File: config.mk
export PLATFORM = sky130hd
export DESIGN_NAME = combinatorial_index_decoder
export DESIGN_NICKNAME = d
export VERILOG_FILES = /design/src/hdl/cid_pkg.sv /design/src/hdl/cid_datapath.sv /design/src/hdl/cid_ctrl.sv /design/src/hdl/combinatorial_index_decoder.sv
export SDC_FILE = /design/constraint.sdc
export NUM_CORES = 2
export LEC_CHECK = 0
export BUFFER_PORTS_ARGS = -buffer_cell sky130_fd_sc_hd__buf_2
export CAP_MARGIN = 5
export CORE_MARGIN = 1
export CORE_UTILIZATION = 42
export CTS_BUF_LIST = sky130_fd_sc_hd__clkbuf_8
export CTS_CLUSTER_DIAMETER = 120
export DETAILED_ROUTE_END_ITERATION = 16
export GPL_ROUTABILITY_DRIVEN = 0
export HOLD_SLACK_MARGIN = 0.12
export PLACE_DENSITY = 0.61
export SLEW_MARGIN = 5
export SYNTH_ARGS = -nofsm -noshare
export SYNTH_HDL_FRONTEND = slang
export SYNTH_SLANG_ARGS = --single-unit
File: constraint.sdc
create_clock -name clk_i -period 36.9 [get_ports clk_i]
set_clock_uncertainty 0.05 [all_clocks]
set_input_delay 7.38 -clock clk_i [delete_from_list [all_inputs] [get_ports clk_i]]
set_output_delay 7.38 -clock clk_i [all_outputs]
set_load 0.005 [all_outputs]
File: src/hdl/cid_pkg.sv
// shared types and constants for the combinatorial index decoder
package cid_pkg;

  localparam int unsigned MaxBitsDefault = 64;
  localparam int unsigned DvdWidth       = 72;
  localparam int unsigned DivSteps       = 9;

  typedef struct packed {
    logic [63:0] encoded_value;
    logic [6:0]  bit_count;
    logic [6:0]  ones_count;
    logic [7:0]  symbol;
  } cid_in_t;

  typedef struct packed {
    logic [7:0] symbol_out;
    logic [6:0] position;
    logic       last;
    logic       error;
  } cid_out_t;

  typedef enum logic [1:0] {
    DIV_INIT,
    DIV_HIT,
    DIV_MISS
  } cid_div_sel_e;

  typedef struct packed {
    logic         load;
    logic         bin_one;
    logic         bin_zero;
    logic         bin_from_div;
    logic         div_start;
    cid_div_sel_e div_sel;
    logic         sub;
    logic         col_dec;
    logic         k_dec;
    logic         i_inc;
    logic         emit;
    logic         emit_pos_zero;
    logic         emit_last;
    logic         emit_err;
  } cid_cmd_t;

  typedef struct packed {
    logic bad_item;
    logic no_ones;
    logic rem_nz;
    logic init_done;
    logic scan_done;
    logic k_gt_c;
    logic k_one;
    logic ge;
    logic rem_eq_b;
    logic div_done;
    logic out_free;
  } cid_status_t;

endpackage

File: src/hdl/cid_datapath.sv
// datapath: value registers, binomial update divider and result register
module cid_datapath
  import cid_pkg::*;
#(
  parameter int unsigned MaxBits = MaxBitsDefault
) (
  input  logic        clk_i,
  input  logic        rst_ni,
  input  cid_in_t     in_item_i,
  input  cid_cmd_t    cmd_i,
  output cid_status_t st_o,
  output logic        out_valid_o,
  input  logic        out_stall_i,
  output cid_out_t    out_item_o
);

  logic [63:0] rem_q, bin_q;
  logic [6:0]  n_q, r_q, col_q, k_q, i_q;
  logic [7:0]  sym_q;

  logic [DvdWidth-1:0] dvd_q, quo_q;
  logic [6:0]          dsr_q, drem_q;
  logic [3:0]          div_cnt_q;
  logic                div_busy_q;

  logic     out_valid_q;
  cid_out_t out_q;

  logic [6:0]  mult, divisor;
  logic [70:0] prod;
  logic [6:0]  rr;
  logic [7:0]  qbyte;
  logic [7:0]  t;
  logic        div_done;

  // operand selection for the next binomial
  always_comb begin
    case (cmd_i.div_sel)
      DIV_INIT: begin
        mult    = n_q - i_q;
        divisor = i_q + 7'd1;
      end
      DIV_HIT: begin
        mult    = k_q;
        divisor = col_q;
      end
      DIV_MISS: begin
        mult    = col_q - k_q;
        divisor = col_q;
      end
      default: begin
        mult    = '0;
        divisor = 7'd1;
      end
    endcase
  end

  assign prod = {7'd0, bin_q} * {64'd0, mult};

  // eight quotient bits per cycle
  always_comb begin
    rr    = drem_q;
    qbyte = '0;
    t     = '0;
    for (int j = 7; j >= 0; j--) begin
      t = {rr, dvd_q[DvdWidth-8+j]};
      if (t >= {1'b0, dsr_q}) begin
        t        = t - {1'b0, dsr_q};
        qbyte[j] = 1'b1;
      end
      rr = t[6:0];
    end
  end

  assign div_done = div_busy_q && (div_cnt_q == 4'(DivSteps));

  always_ff @(posedge clk_i or negedge rst_ni) begin
    if (!rst_ni) begin
      div_busy_q <= 1'b0;
      div_cnt_q  <= '0;
    end else if (cmd_i.div_start) begin
      div_busy_q <= 1'b1;
      div_cnt_q  <= '0;
    end else if (div_done) begin
      div_busy_q <= 1'b0;
    end else if (div_busy_q) begin
      div_cnt_q <= div_cnt_q + 4'd1;
    end
  end

  always_ff @(posedge clk_i) begin
    if (cmd_i.div_start) begin
      dvd_q  <= {1'b0, prod};
      dsr_q  <= divisor;
      drem_q <= '0;
      quo_q  <= '0;
    end else if (div_busy_q && !div_done) begin
      dvd_q  <= dvd_q << 8;
      drem_q <= rr;
      quo_q  <= {quo_q[DvdWidth-9:0], qbyte};
    end
  end

  // item registers
  always_ff @(posedge clk_i) begin
    if (cmd_i.load) begin
      rem_q <= in_item_i.encoded_value;
      n_q   <= in_item_i.bit_count;
      r_q   <= in_item_i.ones_count;
      col_q <= in_item_i.bit_count;
      k_q   <= in_item_i.ones_count;
      sym_q <= in_item_i.symbol;
      i_q   <= '0;
    end else begin
      if (cmd_i.sub)     rem_q <= rem_q - bin_q;
      if (cmd_i.col_dec) col_q <= col_q - 7'd1;
      if (cmd_i.k_dec)   k_q   <= k_q - 7'd1;
      if (cmd_i.i_inc)   i_q   <= i_q + 7'd1;
    end
    if (cmd_i.bin_one) begin
      bin_q <= 64'd1;
    end else if (cmd_i.bin_zero) begin
      bin_q <= '0;
    end else if (cmd_i.bin_from_div) begin
      bin_q <= quo_q[63:0];
    end
  end

  // result register
  always_ff @(posedge clk_i or negedge rst_ni) begin
    if (!rst_ni) begin
      out_valid_q <= 1'b0;
    end else if (cmd_i.emit) begin
      out_valid_q <= 1'b1;
    end else if (!out_stall_i) begin
      out_valid_q <= 1'b0;
    end
  end

  always_ff @(posedge clk_i) begin
    if (cmd_i.emit) begin
      out_q.symbol_out <= sym_q;
      out_q.position   <= cmd_i.emit_pos_zero ? 7'd0 : (n_q - col_q + 7'd1);
      out_q.last       <= cmd_i.emit_last;
      out_q.error      <= cmd_i.emit_err;
    end
  end

  assign out_valid_o = out_valid_q;
  assign out_item_o  = out_q;

  assign st_o.bad_item  = ({25'd0, n_q} > 32'(MaxBits)) || (r_q > n_q);
  assign st_o.no_ones   = (r_q == 7'd0);
  assign st_o.rem_nz    = (rem_q != 64'd0);
  assign st_o.init_done = (i_q == r_q);
  assign st_o.scan_done = (col_q == 7'd0) || (k_q == 7'd0);
  assign st_o.k_gt_c    = (k_q > col_q);
  assign st_o.k_one     = (k_q == 7'd1);
  assign st_o.ge        = (rem_q >= bin_q);
  assign st_o.rem_eq_b  = (rem_q == bin_q);
  assign st_o.div_done  = div_done;
  assign st_o.out_free  = !out_valid_q || !out_stall_i;

`ifndef SYNTHESIS
  a_emit_free: assert property (@(posedge clk_i) disable iff (!rst_ni)
    cmd_i.emit |-> (!out_valid_q || !out_stall_i))
    else $error("result written over a stalled item");
  a_div_idle: assert property (@(posedge clk_i) disable iff (!rst_ni)
    cmd_i.div_start |-> !div_busy_q)
    else $error("divider restarted while busy");
  a_quo_fits: assert property (@(posedge clk_i) disable iff (!rst_ni)
    div_done |-> (quo_q[DvdWidth-1:64] == '0))
    else $error("binomial quotient exceeds 64 bits");
`endif

endmodule

File: src/hdl/cid_ctrl.sv
// controller state machine for the decoder
module cid_ctrl
  import cid_pkg::*;
(
  input  logic        clk_i,
  input  logic        rst_ni,
  input  logic        in_valid_i,
  output logic        in_stall_o,
  input  cid_status_t st_i,
  output cid_cmd_t    cmd_o
);

  localparam logic [2:0] S_IDLE  = 3'd0;
  localparam logic [2:0] S_CHECK = 3'd1;
  localparam logic [2:0] S_INIT  = 3'd2;
  localparam logic [2:0] S_IWAIT = 3'd3;
  localparam logic [2:0] S_SCAN  = 3'd4;
  localparam logic [2:0] S_SWAIT = 3'd5;

  logic [2:0] state_q, state_d;

  always_comb begin
    state_d = state_q;
    cmd_o   = '0;
    case (state_q)
      S_IDLE: begin
        if (in_valid_i) begin
          cmd_o.load = 1'b1;
          state_d    = S_CHECK;
        end
      end
      S_CHECK: begin
        if (st_i.bad_item || st_i.no_ones) begin
          if (st_i.out_free) begin
            cmd_o.emit          = 1'b1;
            cmd_o.emit_pos_zero = 1'b1;
            cmd_o.emit_last     = 1'b1;
            cmd_o.emit_err      = st_i.bad_item || st_i.rem_nz;
            state_d             = S_IDLE;
          end
        end else begin
          cmd_o.bin_one = 1'b1;
          state_d       = S_INIT;
        end
      end
      S_INIT: begin
        if (st_i.init_done) begin
          state_d = S_SCAN;
        end else begin
          cmd_o.div_start = 1'b1;
          cmd_o.div_sel   = DIV_INIT;
          state_d         = S_IWAIT;
        end
      end
      S_IWAIT: begin
        if (st_i.div_done) begin
          cmd_o.bin_from_div = 1'b1;
          cmd_o.i_inc        = 1'b1;
          state_d            = S_INIT;
        end
      end
      S_SCAN: begin
        if (st_i.scan_done) begin
          state_d = S_IDLE;
        end else if (st_i.ge) begin
          if (st_i.out_free) begin
            cmd_o.emit      = 1'b1;
            cmd_o.emit_last = st_i.k_one;
            cmd_o.emit_err  = st_i.k_one && !st_i.rem_eq_b;
            cmd_o.sub       = 1'b1;
            cmd_o.k_dec     = 1'b1;
            cmd_o.col_dec   = 1'b1;
            if (st_i.k_gt_c) begin
              cmd_o.bin_zero = 1'b1;
            end else begin
              cmd_o.div_start = 1'b1;
              cmd_o.div_sel   = DIV_HIT;
              state_d         = S_SWAIT;
            end
          end
        end else begin
          cmd_o.col_dec = 1'b1;
          if (st_i.k_gt_c) begin
            cmd_o.bin_zero = 1'b1;
          end else begin
            cmd_o.div_start = 1'b1;
            cmd_o.div_sel   = DIV_MISS;
            state_d         = S_SWAIT;
          end
        end
      end
      S_SWAIT: begin
        if (st_i.div_done) begin
          cmd_o.bin_from_div = 1'b1;
          state_d            = S_SCAN;
        end
      end
      default: begin
        state_d = S_IDLE;
      end
    endcase
  end

  always_ff @(posedge clk_i or negedge rst_ni) begin
    if (!rst_ni) begin
      state_q <= S_IDLE;
    end else begin
      state_q <= state_d;
    end
  end

  assign in_stall_o = (state_q != S_IDLE);

`ifndef SYNTHESIS
  a_load_idle: assert property (@(posedge clk_i) disable iff (!rst_ni)
    cmd_o.load |-> (state_q == S_IDLE))
    else $error("item loaded while busy");
  a_div_then_wait: assert property (@(posedge clk_i) disable iff (!rst_ni)
    cmd_o.div_start |=> (state_q == S_IWAIT || state_q == S_SWAIT))
    else $error("divider started without a wait state");
  a_one_write: assert property (@(posedge clk_i) disable iff (!rst_ni)
    $onehot0({cmd_o.bin_one, cmd_o.bin_zero, cmd_o.bin_from_div}))
    else $error("conflicting binomial updates");
`endif

endmodule

File: src/hdl/combinatorial_index_decoder.sv
// top level of the combinatorial index decoder
//
//  channel | direction | handshake               | payload
//  --------+-----------+-------------------------+---------------------
//  in      | in        | in_valid_i / in_stall_o | in_item_i  (cid_in_t)
//  out     | out       | out_valid_o/ out_stall_i| out_item_o (cid_out_t)
//
// one item is decoded at a time; each binomial update consists of the divider
// start, 9 divider steps of 8 bits each and the write-back; the shared
// multiply and 8-bit-per-cycle exact divider set how long an item takes from
// its acceptance until the controller is idle again
// reset is asynchronous and active low; it idles the controller and empties
// the result register
// a stall on the output holds the scan at the next found position; a new
// item is taken whenever the controller is idle, even with a result waiting
module combinatorial_index_decoder
  import cid_pkg::*;
#(
  parameter int unsigned MaxBits = MaxBitsDefault
) (
  input  logic     clk_i,
  input  logic     rst_ni,
  input  logic     in_valid_i,
  output logic     in_stall_o,
  input  cid_in_t  in_item_i,
  output logic     out_valid_o,
  input  logic     out_stall_i,
  output cid_out_t out_item_o
);

  // command and status between controller and datapath
  cid_cmd_t    cmd;
  cid_status_t st;

  cid_ctrl u_ctrl (
    .clk_i      (clk_i),
    .rst_ni     (rst_ni),
    .in_valid_i (in_valid_i),
    .in_stall_o (in_stall_o),
    .st_i       (st),
    .cmd_o      (cmd)
  );

  cid_datapath #(
    .MaxBits (MaxBits)
  ) u_datapath (
    .clk_i       (clk_i),
    .rst_ni      (rst_ni),
    .in_item_i   (in_item_i),
    .cmd_i       (cmd),
    .st_o        (st),
    .out_valid_o (out_valid_o),
    .out_stall_i (out_stall_i),
    .out_item_o  (out_item_o)
  );

endmodule
==> impl_metrics.py <==
metrics = {
    "outcome": {
        "outcome": "finished clean",
    },
    "worst_setup_path": {
        "timing.critical_path.required_ns": 37.42,
        "slowest_delay_ns": 0.76,
        "critical_path_capture_point_type": "register",
        "worst-endpoint-arrival_ns": 19.05,
        "timing.critical_path.slowest_stage_cell": "edfxtp_1",
        "worstSetupStartpointType": "register",
        "reg2reg_setup_slack_ns": 18.38,
        "cp_max_fo": 11,
        "worstSetupPathType": "reg -> reg",
        "critical-path-top-cell-by-count": "o21ai_0",
        "rr_endpoint": "u_datapath.drem_q[0]$_SDFFE_PP0P_",
        "critical_path.reg2reg.startpoint": "u_datapath.dsr_q[1]$_DFFE_PP_",
        "r2r_cells": 73,
    },
    "cells_and_area": {
        "drive_gt1_share_pct": 6.89,
        "design.final.nets": 4763,
        "synthesis_to_finish_area_growth_pct": 7.66,
        "final_core_utilization_pct": 45.6,
        "post_layout_nonfiller_instances": 5224,
    },
    "route": {
        "drt_iter0_markers": 2416,
        "antenna_violating_nets_post_route": 0,
        "routed_wire_length_per_instance_um": 19.4,
        "remaining_drc_errors": 0,
        "drt_pass1_iterations": 6,
        "detail_route.wirelength_um": 101000,
        "route.vias.total": 29100,
        "viasPerCell": 5.57,
    },
    "clocking": {
        "path_clk_slew_ns": 0.06,
        "cts.sinks": 347,
        "cts_buf_count": 68,
        "cts_tree": "yes",
        "clockBufferDepth": 3,
        "clock_insertion_delay_worst_skew_ns": 0.67,
        "ctsResizeCount": 0,
        "cts.htree.levels": 3,
        "clk_root_buffer_cell": "clkbuf_8",
        "holdBufCountCts": 0,
        "setup_fix_buffers_added_after_clock_tree_synthesis": 0,
    },
    "yosys": {
        "seq_area_frac_synth_pct": 25.8,
        "dominantRegCellSynth": "edfxtp_1",
        "asyncSetResetFlopFracSynth_pct": 2.59,
        "yosys_warnings": 0,
        "ys_seq_elements": 347,
        "instance_count_of_the_mapped_netlist": 4122,
        "net_count_of_the_mapped_netlist": 4785,
        "yosys.cell_types.count": 85,
        "number_of_enable_type_register_cells_in_the_synthesized_netlist": 195,
        "syn-mean-instance-area_um2": 8.42,
        "netlist_area_mm2": 0.0347,
    },
    "floorplanning": {
        "core_region_area_mm2": 0.0820,
        "effective_utilization_at_floorplan_pct": 42.3,
        "die_w_um": 289,
        "design.die.area_mm2": 0.0838,
        "die_ht_um": 289,
        "io_pins": 109,
        "num_rows": 105,
    },
    "grt": {
        "grt_first_pass_wirelength_um": 160000,
        "grt.total_usage_pct": 24.6,
        "pin_count_of_the_biggest_net_entering_global_routing": 104,
        "antenna_found_initial": 1,
        "first_global_vias": 28800,
        "grt.overflow.total": 0,
    },
    "worst_hold_path": {
        "min_from": "u_datapath.sym_q[6]$_DFFE_PP_",
        "holdPathStages": 0,
        "worstHoldEndpoint": "u_datapath.out_item_o[15]$_DFFE_PP_",
        "worst_min_delay_path_category": "reg -> reg",
    },
    "timing": {
        "hold-worst-slack_ns": 0.362,
        "final_count_of_pins_violating_max_slew": 0,
        "period_needed_ns": 18.53,
        "setup-violations-final": 0,
        "fmaxAchievable_mhz": 54.0,
        "tns_ns": 0,
        "timing.final.hold_violations": 0,
        "tightest_slew_ns": 1.18,
        "rsz0062_at_grt": "false",
        "headroom_to_the_max_slew_limit_pct": 21.4,
        "min_period_over_period_pct": 50.2,
    },
    "place": {
        "placedCellCount": 5100,
        "dpl.hpwl_um": 76700,
        "numPortBuffers": 108,
    },
    "run": {
        "cap_violations": 0,
    },
}
## how the worst max path moves through the flow
stage,to,start
after detailed placement,u_datapath.drem_q[0]$_SDFFE_PP0P_,u_datapath.dsr_q[1]$_DFFE_PP_
after CTS,u_datapath.drem_q[0]$_SDFFE_PP0P_,u_datapath.dsr_q[1]$_DFFE_PP_
after global placement,u_datapath.drem_q[0]$_SDFFE_PP0P_,u_datapath.dsr_q[1]$_DFFE_PP_
final,u_datapath.drem_q[0]$_SDFFE_PP0P_,u_datapath.dsr_q[1]$_DFFE_PP_
after floorplan,u_datapath.drem_q[0]$_SDFFE_PP0P_,u_datapath.dsr_q[1]$_DFFE_PP_
after global routing,u_datapath.drem_q[0]$_SDFFE_PP0P_,u_datapath.dsr_q[1]$_DFFE_PP_
## kinds of logic (layout without fill, tap and decap cells)
group	Yosys count	in the layout	share of synthesized area, %
mux	22	22	0.714
compound gates	885	885	15.7
flops	347	347	25.8
fa+ha+maj	573	573	27.6
simple gates	1432	1432	17.9
other cells	0	1	0
xor+xnor	200	200	5.05
buf+inv	663	694	7.27
## through the flow
| stage | worst slack, ns | cell area, µm² |
|---|---|---|
| final | 18.38 | 37400 |
| after global routing | 16.88 | 37400 |
| after CTS | 18.54 | 37400 |
| after detailed placement | 18.59 | 36000 |
| after global placement | 18.98 | 36000 |
| after floorplan | 21.04 | 34700 |
## placed cells by master (no fill, tap or decap), types with 13 or more instances in the layout
cell,n
fa_1,321
nor4_1,24
nand2b_1,41
xnor2_1,124
xor2_1,76
clkbuf_8,77
nand3_1,50
o21bai_1,21
buf_4,23
a31oi_1,14
nand4_1,36
a211oi_1,13
o21a_1,27
ha_1,251
nor2b_1,37
a21o_1,107
nand2_1,795
nor3_1,104
inv_1,464
and3_1,18
edfxtp_1,195
and2_1,26
o21ai_0,160
dfxtp_1,143
nor2_1,240
buf_2,108
a21oi_1,395
## final cells by class
cell class	count	area, µm²
fillers	8173	44600
flip-flops and latches	347	8940
clock buffers	77	1060
inverters	440	1660
diodes	1	2.50
multi-input cells	3112	23300
well taps	1070	1340
repair buffers	131	713
clock inverters	46	303
## registers in the layout, summed over array words and instances, names as in the netlist, 3 cells and up
name / count
u_datapath.dsr_q: 7
u_datapath.drem_q: 7
u_datapath.sym_q: 8
u_datapath.out_item_o: 17
u_datapath.n_q: 7
u_datapath.rem_q: 64
u_ctrl.state_q: 3
u_datapath.bin_q: 64
u_datapath.col_q: 7
u_datapath.i_q: 7
u_datapath.div_cnt_q: 4
u_datapath.r_q: 7
u_datapath.quo_q: 64
u_datapath.k_q: 7
u_datapath.dvd_q: 72
## critical path: cells and delay by family (launching register included)
kind	cells	cell delay [ns]
buffers and inverters	4	0.69
AO/OA/AOI/OAI	40	9.90
multiplexers	2	0.53
AND/OR/NAND/NOR	19	3.55
flip-flops	1	0.76
adder cells (fa/ha/maj)	8	2.93
## cell usage after synthesis (all sizes together) (36+ instances only)
master / instances / share of area, %
nand2: 799 / 8.6
inv: 440 / 4.8
a21oi: 398 / 5.8
fa: 321 / 19
ha: 252 / 9.1
nor2: 246 / 2.7
clkbuf: 213 / 2.3
edfxtp: 195 / 17
o21ai: 169 / 2.5
dfxtp: 143 / 8.2
xnor2: 124 / 3.1
a21o: 107 / 2.3
nor3: 105 / 1.5
xor2: 76 / 1.9
nand3: 51 / 0.74
nand2b: 41 / 0.74
nor2b: 37 / 0.67
nand4: 36 / 0.65
## routing by layer
metal	share of wire [%]	track usage (%)	vias to the layer above
li1	-	-	13800
met1	45	33.1	14300
met2	46	39.6	853
met3	6.1	4.23	173
met4	3.3	8.80	0
met5	0	0	-
Power is left out: the tool's default activity adds up to more than one toggle a clock period on the data nets, which glitch-free logic cannot reach.
